[src/hw/rtl/tmi_pkg.sv]
`default_nettype none

package tmi_pkg;

	localparam logic OPC_LOAD = 1'b0;
	localparam logic OPC_EXEC = 1'b1;

	localparam logic [7:0] CH_RIGHT = 8'h3E;
	localparam logic [7:0] CH_LEFT  = 8'h3C;
	localparam logic [7:0] CH_INC   = 8'h2B;
	localparam logic [7:0] CH_DEC   = 8'h2D;
	localparam logic [7:0] CH_OUT   = 8'h2E;
	localparam logic [7:0] CH_IN    = 8'h2C;
	localparam logic [7:0] CH_OPEN  = 8'h5B;
	localparam logic [7:0] CH_CLOSE = 8'h5D;

	typedef struct packed {
		logic       opcode;
		logic [7:0] program_byte;
		logic       end_of_program;
		logic [7:0] console_byte;
	} tmi_item_t;

	typedef struct packed {
		logic       print_valid;
		logic [7:0] print_byte;
		logic       console_used;
		logic       halted;
		logic       bracket_error;
	} tmi_result_t;

	typedef enum logic [3:0] {
		OP_NOP,
		OP_RIGHT,
		OP_LEFT,
		OP_INC,
		OP_DEC,
		OP_OUT,
		OP_IN,
		OP_OPEN,
		OP_CLOSE
	} tmi_op_t;

	// Commands from the controller to the datapath.
	typedef struct packed {
		logic clear_en;
		logic accept_en;
		logic load_en;
		logic decode_en;
		logic scan_fwd_en;
		logic scan_bwd_en;
		logic push_en;
	} tmi_ctl_t;

	// Status from the datapath to the controller.
	typedef struct packed {
		logic clear_last;
		logic active;
		logic jump_fwd;
		logic jump_bwd;
		logic scan_done;
	} tmi_sts_t;

	function automatic tmi_op_t decode_op(input logic [7:0] ch);
		tmi_op_t op;
		case (ch)
			CH_RIGHT: op = OP_RIGHT;
			CH_LEFT:  op = OP_LEFT;
			CH_INC:   op = OP_INC;
			CH_DEC:   op = OP_DEC;
			CH_OUT:   op = OP_OUT;
			CH_IN:    op = OP_IN;
			CH_OPEN:  op = OP_OPEN;
			CH_CLOSE: op = OP_CLOSE;
			default:  op = OP_NOP;
		endcase
		return op;
	endfunction

endpackage

`default_nettype wire

[src/hw/rtl/tmi_ctrl.sv]
`default_nettype none

module tmi_ctrl
	import tmi_pkg::*;
(
	input  wire logic     clk,
	input  wire logic     arst_n,
	input  wire logic     cmd_valid,
	output logic          cmd_stall,
	input  wire logic     cmd_opcode,
	output logic          rsp_valid,
	input  wire logic     rsp_stall,
	output tmi_ctl_t      ctl,
	input  wire tmi_sts_t sts
);

	typedef enum logic [4:0] {
		ST_CLEAR    = 5'b00001,
		ST_IDLE     = 5'b00010,
		ST_DECODE   = 5'b00100,
		ST_SCAN_FWD = 5'b01000,
		ST_SCAN_BWD = 5'b10000
	} state_t;

	state_t state_q, state_d;
	logic   pending_q, pending_d;
	logic   rsp_valid_q;
	logic   slot_free, push, accept, exec_go, finish;

	assign slot_free = !rsp_valid_q || !rsp_stall;
	assign push      = (state_q == ST_IDLE) && pending_q && slot_free;
	assign cmd_stall = (state_q != ST_IDLE) || (pending_q && !slot_free);
	assign accept    = cmd_valid && !cmd_stall;
	assign exec_go   = accept && (cmd_opcode == OPC_EXEC) && sts.active;
	assign rsp_valid = rsp_valid_q;

	always_comb begin
		ctl.clear_en    = (state_q == ST_CLEAR);
		ctl.accept_en   = accept;
		ctl.load_en     = accept && (cmd_opcode == OPC_LOAD);
		ctl.decode_en   = (state_q == ST_DECODE);
		ctl.scan_fwd_en = (state_q == ST_SCAN_FWD);
		ctl.scan_bwd_en = (state_q == ST_SCAN_BWD);
		ctl.push_en     = push;
	end

	always_comb begin
		state_d = state_q;
		finish  = 1'b0;
		case (state_q)
			ST_CLEAR: begin
				if (sts.clear_last) state_d = ST_IDLE;
			end
			ST_IDLE: begin
				if (exec_go) state_d = ST_DECODE;
				else if (accept) finish = 1'b1;
			end
			ST_DECODE: begin
				if (sts.jump_fwd) state_d = ST_SCAN_FWD;
				else if (sts.jump_bwd) state_d = ST_SCAN_BWD;
				else begin
					state_d = ST_IDLE;
					finish  = 1'b1;
				end
			end
			ST_SCAN_FWD, ST_SCAN_BWD: begin
				if (sts.scan_done) begin
					state_d = ST_IDLE;
					finish  = 1'b1;
				end
			end
			default: state_d = ST_CLEAR;
		endcase
	end

	// A new result may be set up in the same cycle that the previous one moves out.
	always_comb begin
		if (finish) pending_d = 1'b1;
		else if (push) pending_d = 1'b0;
		else pending_d = pending_q;
	end

	always_ff @(posedge clk or negedge arst_n) begin
		if (!arst_n) begin
			state_q     <= ST_CLEAR;
			pending_q   <= 1'b0;
			rsp_valid_q <= 1'b0;
		end else begin
			state_q     <= state_d;
			pending_q   <= pending_d;
			rsp_valid_q <= push || (rsp_valid_q && rsp_stall);
		end
	end

	a_pending_idle: assert property (@(posedge clk) disable iff (!arst_n)
		pending_q |-> (state_q == ST_IDLE))
		else $error("result pending outside idle");

	a_no_reclear: assert property (@(posedge clk) disable iff (!arst_n)
		(state_q != ST_CLEAR) |=> (state_q != ST_CLEAR))
		else $error("tape clear restarted");

	a_scan_end: assert property (@(posedge clk) disable iff (!arst_n)
		((state_q == ST_SCAN_FWD || state_q == ST_SCAN_BWD) && sts.scan_done)
		|=> (state_q == ST_IDLE && pending_q))
		else $error("bracket scan ended without a result");

endmodule

`default_nettype wire

[config.mk]
export PLATFORM = sky130hd
export DESIGN_NAME = tmi_ctrl
export DESIGN_NICKNAME = d
export VERILOG_FILES = /design/src/hw/rtl/tmi_pkg.sv /design/src/hw/rtl/tmi_ctrl.sv
export SDC_FILE = /design/constraint.sdc
export NUM_CORES = 1
export LEC_CHECK = 0
export BUFFER_PORTS_ARGS = -buffer_cell sky130_fd_sc_hd__buf_2
export CORE_AREA = 2 2 39 41
export DETAILED_ROUTE_END_ITERATION = 16
export DIE_AREA = 0 0 41 43
export HOLD_SLACK_MARGIN = 0.08
export RECOVER_POWER = 50
export SLEW_MARGIN = 20
export SYNTH_ARGS = -nofsm -noshare
export SYNTH_HDL_FRONTEND = slang
export SYNTH_SLANG_ARGS = --single-unit
[constraint.sdc]
create_clock -name clk -period 1.97 [get_ports clk]
set_input_delay 0.0985 -clock clk [delete_from_list [all_inputs] [get_ports clk]]
set_output_delay 0.0985 -clock clk [all_outputs]
set_load 0.005 [all_outputs]
* After elaboration in Yosys (flattened, before gate mapping)
Index checks and enable logic that the tools add are counted.
** Word-level totals
- Flip-flop bits (word level) :: 7
- Bits in latches :: 0
- Memory bits (writable) :: 0
- Bits in read-only memories :: 0
- Bits of input ports :: 10
- Output and inout bits :: 9
- Word-level logic and storage cells :: 45
- Memories kept :: 0
** Cells by class
- Add/sub/neg operators :: 0
- Multipliers :: 0
- Divide/modulo/power cells :: 0
- $lt $le $gt $ge :: 0
- Eq/ne operators :: 9
- Shift operators :: 0
- Muxes and demuxes :: 14
- Bitwise logic cells :: 1
- Reductions and logical operators :: 18
** Operator list (number)
- $mux 5 :: 5
- $pmux 5 s4 :: 1
- $logic_and 1x1->1 :: 8
- $mux 1 :: 7
- $eq 5x1->1 const B :: 1
- $eq 5x2->1 const B :: 1
- $eq 5x3->1 const B :: 1
- $eq 5x4->1 const B :: 1
- $eq 5x5->1 const B :: 1
- $ne 5x2->1 const B :: 1
- $logic_not 1->1 :: 4
- $ne 2x2->1 const B :: 2
- $logic_or 1x1->1 :: 3
- $pmux 1 s3 :: 1
- $reduce_and 3->1 :: 1
- $ne 2x1->1 const B :: 1
- $reduce_bool 2->1 :: 1
- $reduce_or 2->1 :: 1
- $not 1->1 :: 1

* Longest topological paths before layout
- Depth after elaboration :: 12
- Mapped depth :: 6
- Depth with buffers taken out :: 5

* Worst setup path before layout
Ideal clock, no wire load.
- Kind :: reg-to-reg
- From :: register state_q[3]
- To :: register pending_q
- Library setup time :: 0.139 ns
- Arrival :: 1.483 ns
- Required time :: 1.831 ns
- Path slack :: 0.348 ns
- Cell stages (with the launch flop) :: 6
- Buffers on the path :: 1
- Clock period less this slack :: 1.622 ns
- Cell sequence :: dfrtp_1 buf_6 nor4_4 and2_4 a21boi_1 or4_1
** Between the ends
- Word-level cells in the longest chain between the ends :: 9
- Elaborated cells on any way between the ends :: 18
- Classes of those cells :: eq/ne (5); mux (4); reduce/logical (9)
** Ends and longest elaborated chain
- start, declared :: line tmi_ctrl.sv:25 : state_t state_q, state_d;
- start signal, assigned :: line tmi_ctrl.sv:89 : state_q <= state_d;
- $ne 5x2->1 :: line tmi_ctrl.sv:32 : assign cmd_stall = (state_q != ST_IDLE) || (pending_q && !slot_free);
- $logic_or 1x1->1 :: line tmi_ctrl.sv:32
- $logic_not 1->1 :: line tmi_ctrl.sv:33 : assign accept = cmd_valid && !cmd_stall;
- $logic_and 1x1->1 :: line tmi_ctrl.sv:33
- $logic_and 1x1->1 (2 in a row) :: line tmi_ctrl.sv:34 : assign exec_go = accept && (cmd_opcode == OPC_EXEC) && sts.active;
- $mux 1 :: line tmi_ctrl.sv:55 : if (exec_go) state_d = ST_DECODE;
- $pmux 1 s3 :: line tmi_ctrl.sv:50 : case (state_q)
- $mux 1 or $reduce_bool 2->1 (tied branches)
- end signal, assigned :: line tmi_ctrl.sv:90 : pending_q <= pending_d;
- end, declared :: line tmi_ctrl.sv:26 : logic pending_q, pending_d;
Several ways; a longest one is shown, not always the timed one.
A chain may end at the register's enable or synchronous reset.

* Worst setup path after layout
Same ends and word-level chain as after synthesis.

==> impl_metrics.toml <==
[drt]
drc = 0
drt_iter0_drc = 4
wl_per_cell_um = 12.56
drt_wl_total_mm = 1.130
firstDrtPassIters = 4
ant_nets = 0
routed-via-count = 470
via_per_inst = 5.222

[logic_synthesis]
synth_edf_count = 0
netlist_top_cells_count = "nor2_1, dfrtp_1, nand2_1"
synth_cell_types = 30
syn_nets = 64
yosys_most_used_dff = "dfrtp_1"
syn_avg_cell_area_um2 = 9.129
synth_warnings = 0
synthCells = 54
async_reset_ff_frac = 1.000
yosys.area.top_type = "dfrtp_1"
netlist_area_um2 = 493.0
ys_ff_latch = 7
seq_area_frac_synth = 0.3579
synth_area_leaders = "dfrtp_1, dfstp_2, nor2_1, buf_4, buf_6"
synth_top_cell_area_share = 0.3046
synthMostInstantiatedCell = "nor2_1"

[placement]
place_hpwl_um = 899.6
pre_cts_ws_ps = 253.4
portBuffers = 18
gp_congestion = 0.7926
dpl.cell_count = 84

[clock_tree]
cts_max_path_buffers = 2
cts.sinks = 7
cts_tree = "built"
root_buffer = "clkbuf_4"
cts_setup_buffers = 0
numCtsBuffers = 3
clk_latency_ps = 260
cts_resized = 0
cts.htree.levels = 1
cts_hold_buf = 2
path_clk_slew_ps = 50

[floorplan]
core_um2 = 1384
die_w_um = 41
die_y_um = 43
io_pins = 19
die-area_um2 = 1763
row_count = 14
start_util = 0.3562

[critical_path]
startpoint = "state_q[3]"
r2r-start = "state_q[3]"
cp-end-kind = "flip-flop"
startpoint_type = "flip-flop"
reg2reg_slack_ps = 250
worstPathArrival_ps = 1840
path_cells = "nor4_4, and2_4, a21boi_1, or4_1"
crit_type = "reg2reg"
worst_ep_required_time_ps = 2090
reg2reg_depth = 4
crit_slowest_cell = "or4_1"
critPathMaxFanout = 8
slowest_delay_ps = 520

[sta]
min_period_ps = 1719
setup_viol = 0
fmax_mhz = 581.7
period_share = 0.8727
worst_pin_slew_ps = 387.8
setup_tns_ps = 0
slew_headroom = 0.7415
whs_ps = 93.74
setup_ws_ps = 250.8
finalClockSkew_ps = 5.570
slew_viol_final = 0
rsz0062_at_grt = "no"
hold_violations = 0

[grt]
grt_pass1_vias = 453
grt_pass1_wl_mm = 1.987
grt_max_degree = 9
grt_use_met1 = 0.2401
grt_util_met3 = 0.09424
grtUsageMet2 = 0.2406
busiest_layer = "met2"
overflow = 0
antenna_found_initial = 0
grt_usage = 0.1729

[power_and_ir_drop]
pwr-share-comb = 0.384
p_per_area_nw_per_um2 = 1019
p_seq_frac = 0.401
power_leakage_uw = 0.0003119
ir_drop_uv = 438.7
netSwitchingPower_uw = 230.5
clock_power_share = 0.216
internal-power_uw = 391.6
switching_share = 0.3705

[final_layout]
syn_to_final_growth_pct = 23.86
seq_area_um2 = 176.4
nNetsFinal = 85
multi_input_area_um2 = 260.3
final_util = 0.4412
fillers = 153
drive_gt1_frac = 0.3514
instances_no_fill = 90
diodes = 0

[min_path]
min_path_cells = 3
hold_start = "rsp_stall"
holdCritPathClass = "in2reg"

[run_status]
status = "complete, no violations"

[flow_run]
drv_cap = 0
==> cells by family (layout without fill, tap and decap cells) <==
kind of cell,Yosys count,after routing,share of synthesized area
AND/OR/NAND/NOR,27,27,0.3503
AO/OA/AOI/OAI,10,10,0.1421
buffers and inverters,8,28,0.1142
flip-flops,7,7,0.3579
XOR/XNOR,2,2,0.03554
==> per-layer routing <==
layer / vias to the layer above / share of wire
li1: 233 / -
met1: 225 / 0.43
met2: 12 / 0.52
met3: 0 / 0.055
met4: 0 / 0
met5: - / 0
==> sequential cells by signal (all words and copies together), names as in the netlist <==
| register | cells |
|---|---|
| rsp_valid | 1 |
| pending_q | 1 |
| state_q | 5 |
==> power groups by stage <==
stage               clock (µW)  combinational [µW]  sequential [µW]
floorplan                    0                 211              220
global placement             0                 234              255
detailed placement           0                 235              256
CTS                        140                 243              252
global route               146                 276              258
finish                     134                 239              249
==> final cells by class <==
cell class | count | share of cell area
multi-input combinational | 39 | 0.4262
sequential | 7 | 0.2889
tap | 16 | 0.03279
timing repair buffer | 21 | 0.1906
inverter | 3 | 0.01844
clock buffer | 4 | 0.04303
==> cells in the final DEF, fill, tap and decap left out, types with 2 or more instances in the layout <==
cell type,n
nor4b_1,2
buf_2,17
a21oi_1,3
dlygate4sd3_1,2
nor2_1,7
dfrtp_1,6
clkbuf_4,3
inv_1,3
nand4_1,2
clkbuf_1,2
nand2_1,4
nand3_1,2
==> worst paths after layout <==
path	to
max in group asynchronous	state_q[0]
min reg2reg	rsp_valid
min	rsp_valid
max	pending_q
min in group asynchronous	state_q[1]
max reg2reg	pending_q
==> critical path, delay by kind of cell (launching register included) <==
kind,cells,cell delay [ps]
compound gates,1,60
flops,1,470
simple gates,3,1050
==> metrics by stage <==
stage | power, µW | cell area (µm²)
after floorplan | 431.0 | 493.0
after global placement | 489.0 | 565.5
after detailed placement | 490.6 | 565.5
after CTS | 635.7 | 611.8
after global routing | 680.5 | 610.6
final | 622.0 | 610.6
Power figures use the tool's default switching activity.
